<file path="config.mk">
export PLATFORM = sky130hd
export DESIGN_NAME = tcw_cmd_queue
export DESIGN_NICKNAME = d
export VERILOG_FILES = /design/src/hdl/text_console_char_writer_macros.svh /design/src/hdl/tcw_pkg.sv /design/src/hdl/tcw_cmd_queue.sv
export SDC_FILE = /design/constraint.sdc
export NUM_CORES = 1
export LEC_CHECK = 0
export BUFFER_PORTS_ARGS = -buffer_cell sky130_fd_sc_hd__buf_2
export CAP_MARGIN = 15
export CORE_UTILIZATION = 30
export CTS_CLUSTER_DIAMETER = 60
export DETAILED_ROUTE_END_ITERATION = 10
export GPL_TIMING_DRIVEN = 0
export PLACE_DENSITY_LB_ADDON = 0.12
export SYNTH_ARGS = -nofsm -noshare
export SYNTH_HDL_FRONTEND = slang
export SYNTH_SLANG_ARGS = --single-unit
</file>
<file path="constraint.sdc">
create_clock -name clk -period 5.25 [get_ports clk]
set_input_delay 0.525 -clock clk [delete_from_list [all_inputs] [get_ports clk]]
set_output_delay 0.525 -clock clk [all_outputs]
set_load 0.03 [all_outputs]
</file>
<file path="src/hdl/text_console_char_writer_macros.svh">
`ifndef TEXT_CONSOLE_CHAR_WRITER_MACROS_SVH
`define TEXT_CONSOLE_CHAR_WRITER_MACROS_SVH

// Same-cycle implication, checked outside reset
`define TCW_ASSERT_IMP(LBL, CLK, RSTN, ANT, CON, MSG) \
  LBL: assert property (@(posedge CLK) disable iff (!RSTN) (ANT) |-> (CON)) \
    else $error(MSG);

// Next-cycle implication, checked outside reset
`define TCW_ASSERT_NEXT(LBL, CLK, RSTN, ANT, CON, MSG) \
  LBL: assert property (@(posedge CLK) disable iff (!RSTN) (ANT) |=> (CON)) \
    else $error(MSG);

`endif

</file>
<file path="src/hdl/tcw_pkg.sv">
`timescale 1ns / 1ps
`default_nettype none

package tcw_pkg;

  // Screen geometry
  localparam int COLUMNS  = 80;
  localparam int LINES    = 25;
  localparam int TAB_STEP = 8;
  localparam int CELLS    = LINES * COLUMNS;

  // Internal widths
  localparam int COL_W  = $clog2(COLUMNS);
  localparam int LINE_W = $clog2(LINES);
  localparam int ADDR_W = $clog2(CELLS);

  // Transaction field widths
  localparam int OP_W   = 2;
  localparam int CHAR_W = 8;
  localparam int ROW_W  = 5;
  localparam int CCOL_W = 7;
  localparam int CUR_COL_W  = 7;
  localparam int CUR_LINE_W = 5;

  // Command queue
  localparam int QUEUE_DEPTH = 2;
  localparam int QPTR_W = $clog2(QUEUE_DEPTH);
  localparam int QCNT_W = $clog2(QUEUE_DEPTH + 1);

  // Operation codes
  localparam logic [OP_W-1:0] OP_PUT   = 2'd0;
  localparam logic [OP_W-1:0] OP_READ  = 2'd1;
  localparam logic [OP_W-1:0] OP_CLEAR = 2'd2;

  // Character codes
  localparam logic [CHAR_W-1:0] CH_BACKSPACE = 8'h08;
  localparam logic [CHAR_W-1:0] CH_TAB       = 8'h09;
  localparam logic [CHAR_W-1:0] CH_NEWLINE   = 8'h0A;
  localparam logic [CHAR_W-1:0] CH_RETURN    = 8'h0D;
  localparam logic [CHAR_W-1:0] CH_PRINT_LO  = 8'h20;
  localparam logic [CHAR_W-1:0] CH_PRINT_HI  = 8'h7E;
  localparam logic [CHAR_W-1:0] CH_BLANK     = 8'h20;

  typedef struct packed {
    logic [OP_W-1:0]   op;
    logic [CHAR_W-1:0] char_code;
    logic [ROW_W-1:0]  row;
    logic [CCOL_W-1:0] col;
  } tcw_in_t;

  typedef struct packed {
    logic [CUR_COL_W-1:0]  cursor_col;
    logic [CUR_LINE_W-1:0] cursor_line;
    logic                  scrolled;
    logic [CHAR_W-1:0]     cell_char;
  } tcw_out_t;

  // Classified command kinds
  typedef enum logic [3:0] {
    K_PRINT,
    K_NEWLINE,
    K_RETURN,
    K_BACKSPACE,
    K_TAB,
    K_IGNORE,
    K_READ,
    K_READ_OOR,
    K_CLEAR
  } tcw_kind_t;

  typedef struct packed {
    tcw_kind_t         kind;
    logic [CHAR_W-1:0] ch;
    logic [LINE_W-1:0] row;
    logic [COL_W-1:0]  col;
  } tcw_cmd_t;

  // Back end states
  typedef enum logic [1:0] {
    ST_IDLE,
    ST_READ,
    ST_WALK
  } tcw_state_t;

  // What a blanking walk is for
  typedef enum logic [1:0] {
    WK_INIT,
    WK_CLEAR,
    WK_SCROLL
  } tcw_walk_t;

  // Screen row to store row through the ring offset
  function automatic logic [LINE_W-1:0] store_row(input logic [LINE_W-1:0] top,
                                                  input logic [LINE_W-1:0] srow);
    logic [LINE_W:0] sum;
    sum = {1'b0, top} + {1'b0, srow};
    if (sum >= (LINE_W+1)'(LINES)) begin
      sum = sum - (LINE_W+1)'(LINES);
    end
    return sum[LINE_W-1:0];
  endfunction

  // Linear store address of a store row and column
  function automatic logic [ADDR_W-1:0] cell_addr(input logic [LINE_W-1:0] srow,
                                                  input logic [COL_W-1:0] col);
    logic [ADDR_W-1:0] base;
    base = ADDR_W'(ADDR_W'(srow) * ADDR_W'(COLUMNS));
    return base + ADDR_W'(col);
  endfunction

endpackage

`default_nettype wire

</file>
<file path="src/hdl/tcw_cmd_queue.sv">
`timescale 1ns / 1ps
`default_nettype none

module tcw_cmd_queue (
  input  wire logic              clk,
  input  wire logic              rst_n,
  input  wire logic              push,
  input  wire tcw_pkg::tcw_cmd_t push_cmd,
  input  wire logic              pop,
  output logic                   full,
  output logic                   valid,
  output tcw_pkg::tcw_cmd_t      head
);

  import tcw_pkg::*;

  tcw_cmd_t          q_mem_r [QUEUE_DEPTH];
  logic [QPTR_W-1:0] wr_ptr_r, wr_ptr_nxt;
  logic [QPTR_W-1:0] rd_ptr_r, rd_ptr_nxt;
  logic [QCNT_W-1:0] count_r, count_nxt;

  function automatic logic [QPTR_W-1:0] ptr_inc(input logic [QPTR_W-1:0] p);
    logic [QPTR_W-1:0] n;
    n = (p == QPTR_W'(QUEUE_DEPTH - 1)) ? '0 : p + 1'b1;
    return n;
  endfunction

  // Pointer and fill count
  always_comb begin
    wr_ptr_nxt = push ? ptr_inc(wr_ptr_r) : wr_ptr_r;
    rd_ptr_nxt = pop ? ptr_inc(rd_ptr_r) : rd_ptr_r;
    count_nxt  = count_r;
    if (push && !pop) begin
      count_nxt = count_r + 1'b1;
    end else if (pop && !push) begin
      count_nxt = count_r - 1'b1;
    end
  end

  always_ff @(posedge clk) begin
    if (!rst_n) begin
      wr_ptr_r <= '0;
      rd_ptr_r <= '0;
      count_r  <= '0;
    end else begin
      wr_ptr_r <= wr_ptr_nxt;
      rd_ptr_r <= rd_ptr_nxt;
      count_r  <= count_nxt;
    end
  end

  // Entry storage
  always_ff @(posedge clk) begin
    if (push) begin
      q_mem_r[wr_ptr_r] <= push_cmd;
    end
  end

  assign full  = (count_r == QCNT_W'(QUEUE_DEPTH));
  assign valid = (count_r != '0);
  assign head  = q_mem_r[rd_ptr_r];

endmodule

`default_nettype wire

</file>
; ---- Yosys cells after proc, flatten, opt, wreduce, memory -nomap -nowiden
; Memories as Yosys holds them, arrays and structs flattened. A register that Yosys moved wholly into a read port is not among the register bits.
; Index checks and enable logic that the tools add are counted.
; W data, S select, Z words.
[classes]
n_reduce_logical = 6
eq_ne = 1
add_sub_neg = 4
muxes = 8
[ops]
columns = cell, count
row1 = $mux W1, 6
row2 = $mux W2, 2
row3 = $reduce_bool A2 Y1, 2
row4 = $add A1 B1 Y1 const B, 2
row5 = $add A2 B1 Y2 const B, 1
row6 = $eq A2 B2 Y1 const B, 1
row7 = $logic_and A1 B1 Y1, 2
row8 = $logic_not A1 Y1, 2
row9 = $sub A2 B1 Y2 const B, 1
[totals]
mem_bits_rw = 48
inputBits = 28
output_inout_bits = 26
mem_count = 1
ff_bits = 4
[mem_list]
columns = name, depth, word_bits, read_ports, rd_ports_with_merged_regs, write_ports, line
row1 = q_mem_r, 2, 24, 1, 1, 1, tcw_cmd_queue.sv:17  ; tcw_cmd_t q_mem_r [QUEUE_DEPTH];

; ---- Logic depth before layout (Yosys ltp)
[logic_depth]
depth_word = 4
mapped_depth = 5

; ---- Worst setup path before layout
; OpenSTA, ideal clock, no wires.
[synth_path]
kind = input to register
from = input push
to = memory q_mem_r[0][0] in the netlist's numbering, enable pin
arrival_ps = 1662
n_path_buf = 0
path_slack_ps = 3179
stages = 1
required_time_ps = 4841
path_cell_list = nor2b_1
[synth_via]
elab_chain_len = 2
[synth_rtl]
columns = item, line
row1 = start: declaration, tcw_cmd_queue.sv:7  ; input wire logic push,
row2 = $mux W1, tcw_cmd_queue.sv:54  ; if (push) begin
row3 = $mux W1 (not written as such), tcw_cmd_queue.sv:55  ; q_mem_r[wr_ptr_r] <= push_cmd;
row4 = end: declaration, tcw_cmd_queue.sv:17
; No other way between the ends.

==> run summary <==
* **CTS H-tree depth** 2
* **net switching power** 0.0002106 W
* **slack of the worst reg-to-reg path** 3.77 ns
* **Switching Share** 25.05%
* **status** completed
* **synthesized area per cell** 20.14 sq um
* **count of unique library cells instantiated by Yosys** 17
* **worst IR drop on VDD** 0.1229 mV
* **master cell of the clock root buffer** clkbuf_8
* **largest cells by area after synthesis** edfxtp_1 74%, mux2_2 14%, dfxtp_1 5.1%, and2_1 1.3%, xor2_1 0.90%
* **worst reg2reg path startpoint** wr_ptr_r$_SDFFE_PN0P_
* **cell mode on critical path** buf_2
* **hold-critical path endpoint** q_mem_r[0][15]$_DFFE_PP_
* **post-synthesis register bit count** 53
* **Tmin final** 2.042 ns
* **Worst-path clk slew** 0.09 ns
* **global-route wire length before repair** 4698 um
* **Final Setup Violations** 0
* **synthesized area** 1953 sq um
* **drc violations** 0
* **top achievable clock speed** 0.4898 GHz
* **post-layout net count** 188
* **hold path start** push_cmd[15]
* **Req. time, crit path** 4.72 ns
* **type of the worst setup path** flip-flop to output pin
* **setup ws final** 3.208 ns
* **final max-slew violation count** 0
* **top cell type's share of synthesized area** 73.80%
* **Post-Synth Simple-Gate Area** 3.011%
* **Seq/Total Area, Yosys** 78.92%
* **Max Fanout on Critical Path** 10
* **capturing element type of the critical path** output pin
* **biggest cell delay along the critical path** 0.35 ns
* **kind of cell adding the most delay to the critical path** buffers and inverters
* **chip height** 82.69 um
* **hold slack final** 0.4077 ns
* **routed length per placed instance** 12.95 um
* **GPL Wtd Cong** 0.6076
* **CTS Hold Bufs** 0
* **proportion of power drawn by the clock network** 25.1%
* **Max Cap Violations** 0
* **type of the worst min-delay path** primary input to flip-flop
* **final instance area** 2441 sq um
* **detail-routed via count per cell** 4.232
* **Synth Area in Compound Gates** 1.025%
* **Final Cycle Share** 38.89%
* **slowest cell on the critical path** mux2_2
* **worst slack after detailed placement** 3.206 ns
* **multiplexer fraction of the synthesized cell area** 13.84%
* **diodes inserted** 0
* **die area** 6837 sq um
* **Reg power frac** 58.5%
* **worst clock skew** 0.006272 ns
* **number of primary I/O pins** 54
* **Placement Cell Area** 2332 sq um
* **top library cells by usage in the layout, fill and taps aside** 54 x buf_2, 48 x edfxtp_1, 24 x mux2_2, 5 x dfxtp_1, 5 x clkbuf_8
* **detailed-route via count** 1003
* **post-synthesis share of cell area spent on xor and xnor gates** 1.345%
* **internal portion of total power** 0.0006300 W
* **number of global-route vias before repair** 1035
* **first-pass iteration count of the detailed router** 3
* **number of flops mapped to enable cells by yosys** 48
* **Setup Fix Bufs, Post-CTS** 0
* **area of the core** 6314 sq um
* **Final Hold Vio Count** 0
* **crit path launch type** flip-flop
* **latest clock arrival within the worst-skew pair** 0.29 ns
* **dpl hpwl** 2114 um
* **Relative slew margins** 49.66%
* **share of final-layout standard cells stronger than drive strength 1** 56.88%
* **layout-stage area growth over the synthesis result** 24.98%
* **list of cells traversed by the critical path** buf_2 -> buf_4 -> mux2_2 -> buf_2
* **number of antenna violations at the first check in global routing** 0
* **GRT Util Overall** 9.780%
* **most common cell after layout, fill and taps aside** buf_2
* **Final TNS setup** 0 ns
* **cts repair resizes** 0
* **Post-Synthesis Net Count** 126
* **Power per Cell Area** 344.3 nW/um^2
* **crit path DAT** 1.52 ns
* **maximum number of pins on one net before global-route repair** 25
* **Syn. warnings** 0
* **leakage power total** 0.9300 nW
* **transition at the pin with the smallest max-transition slack** 0.7516 ns
* **cell type with the highest aggregate area in the netlist** edfxtp_1
* **Worst R2R End** q_mem_r[0][8]$_DFFE_PP_
* **hold path depth** 1
* **drt first-iter violations** 28
* **WP buf/inv** 3
* **number of clock buffers inserted by TritonCTS** 5
* **Main synth FF type** edfxtp_1
* **largest family of logic cells by synthesized area** multiplexers
* **quantity of I/O buffers inserted on ports** 53
* **Initial Util** 30.94%
* **maximum buffer depth of the clock tree** 2
* **antenna-violating nets left** 0
* **total clock sinks** 53
* **proportion of power drawn by combinational gates** 16.4%
* **width of the chip** 82.69 um
* **cell count of the worst reg-to-reg path** 2
* **total routed wirelength** 3069 um
* **number of instances in the synthesized netlist** 97
* **TritonCTS clock tree** done
* **post-synthesis adder-cell area fraction** 0.6406%
* **Post-synth ARST share** 0%
* **RSZ-0062 raised after global routing** false
* **number of core rows** 29
* **grt ovf** 0
power by group through the flow:
stage,Sequential (W),Clock [W],Combinational (W)
4_1_cts,0.000492,0.000222,0.000139
2_1_floorplan,0.000500,0,0.0000957
3_5_place_dp,0.000502,0,0.000138
3_3_place_gp,0.000501,0,0.000133
6_report,0.000492,0.000211,0.000138
5_1_grt,0.000494,0.000238,0.000149
Yosys cell counts (2+ instances only):
cell      instances
edfxtp_1         48
mux2_2           24
dfxtp_1           5
and2_1            4
buf_4             2
nor2b_1           2
xor2_1            2
through the flow:
stage	std cells	utilization, %	power, W
2_1_floorplan	97	-	0.0005959
3_3_place_gp	227	36.66	0.0006347
3_5_place_dp	228	36.94	0.0006402
4_1_cts	236	38.23	0.0008530
5_1_grt	237	38.66	0.0008813
6_report	237	38.66	0.0008405
final cells by class:
class                           count  area (sq um)
Fill cell                         628          3872
Timing Repair Buffer               55         307.8
Buffer                              3         20.02
Multi-Input combinational cell     40         390.4
Clock buffer                        5         68.82
Sequential cell                    53          1541
Clock inverter                      3         12.51
Inverter                            1         3.754
Tap cell                           77         96.34
worst max-delay path by stage:
stage / depth (start not counted) / slack (ns) / endpoint / from
after floorplan: 1 / 3.18 / q_mem_r[0][0]$_DFFE_PP_ / push
after global placement: 2 / 2.41 / q_mem_r[0][18]$_DFFE_PP_ / push
after detailed placement: 2 / 3.21 / q_mem_r[1][18]$_DFFE_PP_ / push
after CTS: 4 / 3.17 / head[14] / flip-flop
after global routing: 4 / 3.11 / head[14] / flip-flop
final: 4 / 3.21 / head[14] / flip-flop
per-layer routing:
metal | global-route usage [%] | vias to the layer above | part of all wire (%)
met5 | 0 | - | 0
met2 | 18.20 | 32 | 54
met1 | 9.484 | 477 | 38
met4 | 4.655 | 0 | 1.7
met3 | 3.516 | 5 | 5.6
li1 | - | 489 | -
registers in the layout, indices dropped and copies added (netlist names), named ones only:
signal and flops:
rd_ptr_r 1, q_mem_r 48, wr_ptr_r 1, count_r 2
cells by family (layout without fill, tap and decap cells):
logic type | count (synthesis) | in the layout
compound gates | 3 | 3
flops | 53 | 53
fa+ha+maj | 1 | 1
xor+xnor | 3 | 3
simple gates | 9 | 9
mux | 24 | 24
buf+inv | 4 | 67
Note: power is estimated with default switching activity, not from simulation.
