--- src/hdl/text_console_char_writer_macros.svh ---
`ifndef TEXT_CONSOLE_CHAR_WRITER_MACROS_SVH
`define TEXT_CONSOLE_CHAR_WRITER_MACROS_SVH

// Same-cycle implication, checked outside reset
`define TCW_ASSERT_IMP(LBL, CLK, RSTN, ANT, CON, MSG) \
  LBL: assert property (@(posedge CLK) disable iff (!RSTN) (ANT) |-> (CON)) \
    else $error(MSG);

// Next-cycle implication, checked outside reset
`define TCW_ASSERT_NEXT(LBL, CLK, RSTN, ANT, CON, MSG) \
  LBL: assert property (@(posedge CLK) disable iff (!RSTN) (ANT) |=> (CON)) \
    else $error(MSG);

`endif

--- src/hdl/tcw_pkg.sv ---
`timescale 1ns / 1ps
`default_nettype none

package tcw_pkg;

  // Screen geometry
  localparam int COLUMNS  = 80;
  localparam int LINES    = 25;
  localparam int TAB_STEP = 8;
  localparam int CELLS    = LINES * COLUMNS;

  // Internal widths
  localparam int COL_W  = $clog2(COLUMNS);
  localparam int LINE_W = $clog2(LINES);
  localparam int ADDR_W = $clog2(CELLS);

  // Transaction field widths
  localparam int OP_W   = 2;
  localparam int CHAR_W = 8;
  localparam int ROW_W  = 5;
  localparam int CCOL_W = 7;
  localparam int CUR_COL_W  = 7;
  localparam int CUR_LINE_W = 5;

  // Command queue
  localparam int QUEUE_DEPTH = 2;
  localparam int QPTR_W = $clog2(QUEUE_DEPTH);
  localparam int QCNT_W = $clog2(QUEUE_DEPTH + 1);

  // Operation codes
  localparam logic [OP_W-1:0] OP_PUT   = 2'd0;
  localparam logic [OP_W-1:0] OP_READ  = 2'd1;
  localparam logic [OP_W-1:0] OP_CLEAR = 2'd2;

  // Character codes
  localparam logic [CHAR_W-1:0] CH_BACKSPACE = 8'h08;
  localparam logic [CHAR_W-1:0] CH_TAB       = 8'h09;
  localparam logic [CHAR_W-1:0] CH_NEWLINE   = 8'h0A;
  localparam logic [CHAR_W-1:0] CH_RETURN    = 8'h0D;
  localparam logic [CHAR_W-1:0] CH_PRINT_LO  = 8'h20;
  localparam logic [CHAR_W-1:0] CH_PRINT_HI  = 8'h7E;
  localparam logic [CHAR_W-1:0] CH_BLANK     = 8'h20;

  typedef struct packed {
    logic [OP_W-1:0]   op;
    logic [CHAR_W-1:0] char_code;
    logic [ROW_W-1:0]  row;
    logic [CCOL_W-1:0] col;
  } tcw_in_t;

  typedef struct packed {
    logic [CUR_COL_W-1:0]  cursor_col;
    logic [CUR_LINE_W-1:0] cursor_line;
    logic                  scrolled;
    logic [CHAR_W-1:0]     cell_char;
  } tcw_out_t;

  // Classified command kinds
  typedef enum logic [3:0] {
    K_PRINT,
    K_NEWLINE,
    K_RETURN,
    K_BACKSPACE,
    K_TAB,
    K_IGNORE,
    K_READ,
    K_READ_OOR,
    K_CLEAR
  } tcw_kind_t;

  typedef struct packed {
    tcw_kind_t         kind;
    logic [CHAR_W-1:0] ch;
    logic [LINE_W-1:0] row;
    logic [COL_W-1:0]  col;
  } tcw_cmd_t;

  // Back end states
  typedef enum logic [1:0] {
    ST_IDLE,
    ST_READ,
    ST_WALK
  } tcw_state_t;

  // What a blanking walk is for
  typedef enum logic [1:0] {
    WK_INIT,
    WK_CLEAR,
    WK_SCROLL
  } tcw_walk_t;

  // Screen row to store row through the ring offset
  function automatic logic [LINE_W-1:0] store_row(input logic [LINE_W-1:0] top,
                                                  input logic [LINE_W-1:0] srow);
    logic [LINE_W:0] sum;
    sum = {1'b0, top} + {1'b0, srow};
    if (sum >= (LINE_W+1)'(LINES)) begin
      sum = sum - (LINE_W+1)'(LINES);
    end
    return sum[LINE_W-1:0];
  endfunction

  // Linear store address of a store row and column
  function automatic logic [ADDR_W-1:0] cell_addr(input logic [LINE_W-1:0] srow,
                                                  input logic [COL_W-1:0] col);
    logic [ADDR_W-1:0] base;
    base = ADDR_W'(ADDR_W'(srow) * ADDR_W'(COLUMNS));
    return base + ADDR_W'(col);
  endfunction

endpackage

`default_nettype wire

--- src/hdl/tcw_front.sv ---
`timescale 1ns / 1ps
`default_nettype none

module tcw_front (
  input  wire logic             start,
  input  wire tcw_pkg::tcw_in_t in_item,
  input  wire logic             q_full,
  input  wire logic             init_busy,
  output logic                  busy,
  output logic                  push,
  output tcw_pkg::tcw_cmd_t     push_cmd
);

  import tcw_pkg::*;

  // Hold off new transactions while the queue is full or the reset blanking pass runs
  assign busy = q_full | init_busy;
  assign push = start & ~busy;

  // Classify the transaction into a back-end command
  always_comb begin
    push_cmd.kind = K_IGNORE;
    push_cmd.ch   = in_item.char_code;
    push_cmd.row  = LINE_W'(in_item.row);
    push_cmd.col  = COL_W'(in_item.col);
    case (in_item.op)
      OP_PUT: begin
        case (in_item.char_code)
          CH_NEWLINE:   push_cmd.kind = K_NEWLINE;
          CH_RETURN:    push_cmd.kind = K_RETURN;
          CH_BACKSPACE: push_cmd.kind = K_BACKSPACE;
          CH_TAB:       push_cmd.kind = K_TAB;
          default: begin
            if (in_item.char_code inside {[CH_PRINT_LO:CH_PRINT_HI]}) begin
              push_cmd.kind = K_PRINT;
            end
          end
        endcase
      end
      OP_READ: begin
        if (int'(in_item.row) < LINES && int'(in_item.col) < COLUMNS) begin
          push_cmd.kind = K_READ;
        end else begin
          push_cmd.kind = K_READ_OOR;
        end
      end
      OP_CLEAR: push_cmd.kind = K_CLEAR;
      default:  push_cmd.kind = K_IGNORE;
    endcase
  end

endmodule

`default_nettype wire

--- config.mk ---
export PLATFORM = sky130hd
export DESIGN_NAME = tcw_front
export DESIGN_NICKNAME = d
export VERILOG_FILES = /design/src/hdl/text_console_char_writer_macros.svh /design/src/hdl/tcw_pkg.sv /design/src/hdl/tcw_front.sv
export SDC_FILE = /design/constraint.sdc
export NUM_CORES = 1
export LEC_CHECK = 0
export BUFFER_PORTS_ARGS = -buffer_cell sky130_fd_sc_hd__buf_2
export CAP_MARGIN = 10
export CORE_AREA = 2 2 39 41
export DETAILED_ROUTE_END_ITERATION = 16
export DIE_AREA = 0 0 41 43
export GPL_TIMING_DRIVEN = 0
export PLACE_DENSITY = 0.68
export SLEW_MARGIN = 15
export SYNTH_ARGS = -nofsm -noshare
export SYNTH_HDL_FRONTEND = slang
export SYNTH_SLANG_ARGS = --single-unit
--- constraint.sdc ---
create_clock -name vclk -period 2
set_input_delay 0.3 -clock vclk [all_inputs]
set_output_delay 0.3 -clock vclk [all_outputs]
set_load 0.01 [all_outputs]
; ---- Word level (Yosys, flattened, before mapping)
; Index checks and enable logic that the tools add are counted.
[classes]
mux = 4
order_cmp = 4
n_bitwise = 3
eq_ne = 6
reduce_logical = 3
[ops]
columns = cell, n
row1 = 8-bit by 4-bit == test with 1-bit output (second input constant), 4
row2 = 3-bit one-hot mux with 4 select lines, 1
row3 = 4-bit one-hot mux with 3 select lines, 1
row4 = 8-bit by 6-bit greater-or-equal comparator with 1-bit output (second input constant), 1
row5 = 8-bit by 7-bit <= comparator with 1-bit output (second input constant), 1
row6 = 7-bit less-than comparator (second input constant), 1
row7 = 5-bit less-than comparator (second input constant), 1
row8 = 3-bit two-way mux, 1
row9 = 2-bit by 1-bit == test with 1-bit output (second input constant), 1
row10 = 2-bit == test (second input constant), 1
row11 = 1-bit logical AND, 2
row12 = 2-bit logical NOT, 1
row13 = 1-bit AND, 1
row14 = 1-bit two-way mux, 1
row15 = 1-bit inverter, 1
row16 = 1-bit OR, 1
[word_totals]
inputBits = 25
output_inout_bits = 26
word_cells = 20
regBits = 0

; ---- Longest topological paths before layout
; Gate-level depths: netlist of run 1.
[depth]
ltp_word = 5
ltp_mapped = 3
ltp_nobuf = 3

; ---- Worst setup path after synthesis of run 1
; OpenSTA, ideal clock, no wires.
[synth_timing]
kind = in2out
from = in in_item[16] (netlist name)
to = out push_cmd[21] (netlist name)
arrival_ps = 1349
path_slack_ps = 351
n_path_buf = 0
required_time_ps = 1700
cell_stages = 3
cell_sequence = or4b_4 > a2111o_1 > a21oi_1
[synth_lines]
columns = item, line_no
row1 = "start, declared", tcw_front.sv:6  ; input wire tcw_pkg::tcw_in_t in_item,
row2 = "end, declared", tcw_front.sv:11  ; output tcw_pkg::tcw_cmd_t push_cmd

==> flow_summary.ini, run 1 <==
[finish]
layout.cells.non_filler = 105
synthToLayoutAreaGrowth_pct = 83.3
final_util_pct = 40.6
clock_buffers = 0
n_antenna_cell = 0
final_nets = 116
seq_cells = 0
drive_gt1_share_pct = 79.8
seq_area_um2 = 0

[sta]
holdWs_ns = 0.784
tns_ns = 0
finalSetupViolCount = 0
finalCritPeriodShare_pct = 92.3
relSlewSlack_pct = 77.8
hold_viol_final = 0
worst_slew_pin_slew_ns = 0.328
period_needed_ns = 1.85
fmax_mhz = 542
rsz0062_at_grt = false
drv_slew = 0

[global_routing]
grt_max_degree = 7
grt_first_pass_wirelength_um = 1200
grtUsageTotal_pct = 8.89
antenna_found_initial = 0
grt_pass1_vias = 337
gr-total-overflow = 0

[setup_path]
worstSetupStartpointType = input port
path_class = in -> out
cp_max_fo = 3
end_kind = output port
cp.required_ns = 1.70
arrival_ns = 1.55

[drt]
drt_iter0_drc = 3
wl_per_cell_um = 8.30
vias = 453
vias_per_cell = 4.31
routed_wl_um = 871
drtAntennaViolNets = 0
dr.pass1.iters = 4
drc = 0

[floorplanning]
start_util_pct = 22.2
num_rows = 14
dieArea_um2 = 1760
die_y_um = 43
pin_count = 51
die_x_um = 41
core_um2 = 1380

[power_and_ir_drop]
power.leakage_nw = 0.337
ir_drop_mv = 0.0599
powerDensity_nw_per_um2 = 207

[logic_synthesis]
syn_area_per_cell_um2 = 7.30
syn-num-nets = 67
yosysTopAreaCell = buf_4
synth_top_area_share_pct = 49.0
synthMostInstantiatedCell = buf_4
ys_warn_count = 0
seq_area_frac_synth_pct = 0
synthCells = 42
ys_types = 18
synth_area_leaders = buf_4 49%, a211oi_1 4.9%, o31ai_1 4.9%, or4b_4 4.5%, or2_2 4.1%
synth_area_um2 = 307

[clock_network]
post-cts-setup-buffers = 0
postCtsHoldBufs = 0
cts_resized = 0

[place]
dpl.hpwl_um = 789
place_inst = 105
portBuffers = 47
routabilityCongestion = 0.685

[min_path]
holdPathEnd = push_cmd[1]
hold_path.class = in -> out
hold_depth = 2
min-delay-start = in_item[1]

[job]
max_cap_violations = 0

[run_status]
run_status = finished, final reports clean
==> through the flow <==
step / instance area (µm²) / power, W / setup WS [ns]
detailed placement: 562 / 0.000117 / 0.153
finish: 562 / 0.000116 / 0.155
floorplan: 307 / 0.0000609 / 0.351
global route: 562 / 0.000130 / 0.110
global placement: 562 / 0.000116 / 0.171
CTS: 562 / 0.000118 / 0.143
==> cells by family (layout without fill, tap and decap cells) <==
group / Yosys count / in the layout / share of synthesized area, %
AO/OA/AOI/OAI: 9 / 9 / 23.7
buffers and inverters: 22 / 69 / 51.4
AND/OR/NAND/NOR: 11 / 11 / 24.9
==> metal layers <==
layer | part of all wire (%) | vias up | GRT usage [%] | wire length (µm)
met1 | 37 | 189 | 10.1 | 324
met4 | 0 | 0 | 0 | 0
met2 | 45 | 38 | 17.5 | 389
li1 | - | 226 | - | -
met3 | 18 | 0 | 0.524 | 156
met5 | 0 | - | 0 | 0
==> layout make-up <==
cell class                      count  area (µm²)
Buffer                             20         150
Fill cell                         152         822
Inverter                            2        7.51
Multi-Input combinational cell     20         149
Tap cell                           16        20.0
Timing Repair Buffer               47         235
==> power breakdown <==
part | internal, W | switching, W
logic | 0.0000668 | 0.0000493
registers | 0 | 0
clock network | 0 | 0
total | 0.0000668 | 0.0000493
==> layout by cell type, fill, tap and decap left out <==
| master | instances |
|---|---|
| nand3b_1 | 1 |
| and3_2 | 1 |
| o31ai_1 | 2 |
| or4b_4 | 1 |
| nor4b_1 | 1 |
| buf_2 | 47 |
| or2_2 | 2 |
| a211oi_1 | 2 |
| nand2_1 | 1 |
| o21a_1 | 1 |
| a21oi_1 | 1 |
| and4_1 | 1 |
| a2111o_1 | 1 |
| o311a_1 | 1 |
| buf_4 | 20 |
| nor2_1 | 2 |
| nor2b_1 | 1 |
| inv_1 | 2 |
| o41ai_1 | 1 |
==> worst max path at each step <==
stage	from	end	slack, ns	depth (start not counted)
3_5_place_dp	in_item[16]	push_cmd[21]	0.15	5
6_report	in_item[16]	push_cmd[21]	0.15	5
5_1_grt	in_item[16]	push_cmd[21]	0.11	5
3_3_place_gp	in_item[16]	push_cmd[21]	0.17	5
2_1_floorplan	in_item[16]	push_cmd[21]	0.35	3
4_1_cts	in_item[16]	push_cmd[21]	0.14	5
==> worst max-delay path: stages <==
cell and delay, ns:
buf_2 0.11, or4b_4 0.54, a2111o_1 0.31, a21oi_1 0.14, buf_2 0.15
Note: power is estimated with default switching activity, not from simulation.
==> run 2: changes to the inputs <==
--- a/config.mk
+++ b/config.mk
@@ -5,7 +5,7 @@
 export SDC_FILE = /design/constraint.sdc
 export NUM_CORES = 1
 export LEC_CHECK = 0
-export BUFFER_PORTS_ARGS = -buffer_cell sky130_fd_sc_hd__buf_2
+export BUFFER_PORTS_ARGS = -buffer_cell sky130_fd_sc_hd__buf_4
 export CAP_MARGIN = 10
 export CORE_AREA = 2 2 39 41
 export DETAILED_ROUTE_END_ITERATION = 16
==> constraint.sdc (replaced) <==
create_clock -name vclk -period 2.04
set_input_delay 0.306 -clock vclk [all_inputs]
set_output_delay 0.306 -clock vclk [all_outputs]
set_load 0.01 [all_outputs]
==> flow_summary.ini, run 2 (synthesized netlist as in run 1, its figures left out) <==
[place]
routabilityCongestion = 0.679
dpl.hpwl_um = 867
placed_cell_area_um2 = 679
portBuffers = 47

[sta]
finalCritPeriodShare_pct = 90.8
period_needed_ns = 1.85
worst_slew_pin_slew_ns = 0.288
hold_viol_final = 0
relSlewSlack_pct = 80.7
rsz0062_at_grt = false
finalSetupViolCount = 0
tns_ns = 0
drv_slew = 0
fmax_mhz = 540

[drt]
routed_wl_um = 958
drc = 0
vias_per_cell = 4.23
drt_iter0_drc = 0
drtAntennaViolNets = 0
dr.pass1.iters = 1
vias = 444
wl_per_cell_um = 9.12

[finish]
drive_gt1_share_pct = 79.8
final_area_um2 = 679
n_antenna_cell = 0
nFillCells = 136
clock_buffers = 0
final_nets = 116
seq_area_um2 = 0
synthToLayoutAreaGrowth_pct = 122
seq_cells = 0
final_common_cell = buf_4

[run_status]
run_status = finished, final reports clean

[global_routing]
grt_pass1_vias = 335
antenna_found_initial = 0
gr-total-overflow = 0
grt_max_degree = 7
grt_first_pass_wirelength_um = 1210
grtUsageTotal_pct = 8.99

[clock_network]
post-cts-setup-buffers = 0
postCtsHoldBufs = 0
cts_resized = 0

[floorplanning]
start_util_pct = 22.2
pin_count = 51
core_um2 = 1380
die_x_um = 41
dieArea_um2 = 1760
die_y_um = 43
num_rows = 14

[setup_path]
arrival_ns = 1.55
worstSetupStartpointType = input port
crit_chain = buf_4 -> or4b_4 -> a2111o_1 -> a21oi_1 -> buf_4
crit_top_cell = buf_4
end_kind = output port
slowest_delay_ns = 0.54
path_class = in -> out
cp_max_fo = 3
cp.required_ns = 1.73
critPathSlowestCell = or4b_4

[power_and_ir_drop]
power.leakage_nw = 0.377
ir_drop_mv = 0.0721
powerDensity_nw_per_um2 = 209

[job]
max_cap_violations = 0

[min_path]
hold_path.class = in -> out
run 2: worst max-delay path, delay by kind of cell:
family,cells,cell delay (ns)
buffers and inverters,2,0.26
AO/OA/AOI/OAI,2,0.45
AND/OR/NAND/NOR,1,0.54
run 2: area by class of cell:
class / instances / area, µm² / area share (%)
repair buffers: 47 / 353 / 51.9
plain buffers: 20 / 150 / 22.1
inverters: 2 / 7.51 / 1.10
well taps: 16 / 20.0 / 2.95
multi-input cells: 20 / 149 / 21.9
run 2: power by group:
part | leakage, nW | switching [W] | internal, W
Clock | 0 | 0 | 0
Combinational | 0.377 | 0.0000504 | 0.0000914
Sequential | 0 | 0 | 0
run 2: through the flow:
step                total power (W)  instances  util [%]  setup slack (ns)  hold slack [ns]
finish                     0.000142        105      49.1             0.188            0.788
detailed placement         0.000143        105      49.1             0.192            0.790
floorplan                 0.0000597         42         -             0.379            0.656
global route               0.000153        105      49.1             0.171            0.793
CTS                        0.000143        105      49.1             0.181            0.790
global placement           0.000141        105      49.1             0.192            0.789
run 2: layer usage:
layer | vias to the layer above | global-route usage (%) | routed length, µm
met5 | - | 0 | 0
met3 | 0 | 1.57 | 229
met4 | 0 | 0 | 0
li1 | 226 | - | -
met2 | 36 | 16.9 | 441
met1 | 182 | 10.4 | 287
run 2: final timing paths:
check   startpoint            to  depth (start not counted)
max    in_item[16]  push_cmd[21]                          5
min     in_item[1]   push_cmd[1]                          2
==> run 3: changes to the inputs <==
--- a/config.mk
+++ b/config.mk
@@ -5,13 +5,14 @@
 export SDC_FILE = /design/constraint.sdc
 export NUM_CORES = 1
 export LEC_CHECK = 0
+export ABC_AREA = 1
 export BUFFER_PORTS_ARGS = -buffer_cell sky130_fd_sc_hd__buf_4
 export CAP_MARGIN = 10
 export CORE_AREA = 2 2 39 41
 export DETAILED_ROUTE_END_ITERATION = 16
 export DIE_AREA = 0 0 41 43
 export GPL_TIMING_DRIVEN = 0
-export PLACE_DENSITY = 0.68
+export PLACE_DENSITY = 0.74
 export SLEW_MARGIN = 15
 export SYNTH_ARGS = -nofsm -noshare
 export SYNTH_HDL_FRONTEND = slang
==> flow_summary.ini, run 3 <==
[floorplanning]
core_um2 = 1380
die_y_um = 43
pin_count = 51
start_util_pct = 28.0
dieArea_um2 = 1760
die_x_um = 41
num_rows = 14

[place]
post-place-ws_ns = 0.591
portBuffers = 47
dpl.hpwl_um = 982
routabilityCongestion = 0.650
placed_cell_area_um2 = 761

[logic_synthesis]
syn_area_per_cell_um2 = 5.46
synth_top_area_share_pct = 38.7
ys_types = 15
synthMostInstantiatedCell = buf_4
synth_area_um2 = 388
yosysTopAreaCell = buf_4
synthCells = 71
ys_warn_count = 0
seq_area_frac_synth_pct = 0
synth_area_leaders = buf_4 39%, nand2_1 17%, nand2_2 8.1%, nor2_1 7.7%, inv_1 6.8%
yosys-top-cells-count = 20 x buf_4, 18 x nand2_1, 8 x nor2_1
syn-num-nets = 96

[finish]
synthToLayoutAreaGrowth_pct = 96.1
final_util_pct = 55.0
nFillCells = 151
seq_cells = 0
n_antenna_cell = 0
final_cell_mix = 67 x buf_4, 18 x nand2_1, 8 x nor2_1
final_nets = 145
seq_area_um2 = 0
final_common_cell = buf_4
clock_buffers = 0
final_area_um2 = 761
drive_gt1_share_pct = 66.9

[setup_path]
slowest_delay_ns = 0.14
path_class = in -> out
worstSetupStartpointType = input port
crit_chain = buf_4 -> nor2_1 -> nand2_2 -> nor2_4 -> nand2_2 -> nand2_2 -> nand2_1 -> nand2_1 -> nand2_1 -> buf_4
arrival_ns = 1.14
timing.critical_path.max_delay_family = simple AND/OR/NAND/NOR gates
cp.required_ns = 1.73
cp_max_fo = 3
critPathSlowestCell = buf_4
end_kind = output port
path_buf_inv = 2

[power_and_ir_drop]
powerDensity_nw_per_um2 = 200
seq_power_share_pct = 0
p_clk_share_pct = 0
p_switching_w = 0.0000593
total_power_w = 0.000152
p_comb_share_pct = 100.0
netSwitchingFraction_pct = 38.9
cellInternalPower_w = 0.0000931
ir_drop_mv = 0.0719
power.leakage_nw = 0.462

[global_routing]
grt_max_degree = 5
grt_pass1_vias = 411
grtUsageTotal_pct = 10.8
gr-total-overflow = 0
antenna_found_initial = 0
grt_first_pass_wirelength_um = 1460

[drt]
drt_iter0_drc = 1
vias = 527
drtAntennaViolNets = 0
dr.pass1.iters = 4
routed_wl_um = 1050
vias_per_cell = 3.93
drc = 0
wl_met3_um = 217
wl_per_cell_um = 7.84
wl_met2_um = 477
m1WireLength_um = 355
top_layer = met3

[run_status]
run_status = finished, final reports clean

[clock_network]
postCtsHoldBufs = 0
cts_resized = 0
post-cts-setup-buffers = 0

[job]
max_cap_violations = 0

[sta]
relSlewSlack_pct = 88.2
tns_ns = 0
fmax_mhz = 691
fin_ws_ns = 0.593
drv_slew = 0
period_needed_ns = 1.45
worst_slew_pin_slew_ns = 0.175
finalSetupViolCount = 0
hold_viol_final = 0
finalCritPeriodShare_pct = 70.9
rsz0062_at_grt = false

[min_path]
hold_path.class = in -> out
## run 3: cell count changes in the layout (fill, tap and decap cells not counted), sizes merged, moves of 2 or more
cell / before / now
o31ai: 2 / 0
nor2: 2 / 11
nand2: 1 / 23
a211oi: 2 / 0
inv: 2 / 10
## run 3: area by class of cell
class	count	area, µm²	area share [%]
inverter	10	37.5	4.93
tap	16	20.0	2.63
multi-input combinational	41	200	26.3
buffer	20	150	19.7
timing repair buffer	47	353	46.4
## run 3: cell families (layout without fill, tap and decap cells)
logic type / Yosys count / count (layout) / share of synthesized area [%]
buf+inv: 30 / 77 / 48.4
compound gates: 4 / 4 / 6.77
simple gates: 37 / 37 / 44.8
## run 3: final timing paths
path                    start            to  slack (ns)  cells past startpoint
setup / recovery  in_item[16]  push_cmd[20]        0.59                     10
hold / removal     in_item[3]   push_cmd[3]        0.79                      2
## run 3: power groups by stage
stage          Sequential, W  Combinational (W)  Clock, W
2_1_floorplan              0          0.0000706         0
3_3_place_gp               0           0.000152         0
3_5_place_dp               0           0.000154         0
4_1_cts                    0           0.000155         0
5_1_grt                    0           0.000167         0
6_report                   0           0.000152         0
## run 3: routing by layer
layer  vias to the layer above  GRT usage (%)
met3                         0           2.09
met1                       206           11.7
met2                        36           20.9
li1                        285              -
met4                         0              0
met5                         -              0
## run 3: metrics by stage
| stage | hold WS [ns] | std cells |
|---|---|---|
| 6_report | 0.789 | 134 |
| 5_1_grt | 0.792 | 134 |
| 4_1_cts | 0.790 | 134 |
| 3_5_place_dp | 0.790 | 134 |
| 3_3_place_gp | 0.789 | 134 |
| 2_1_floorplan | 0.656 | 71 |
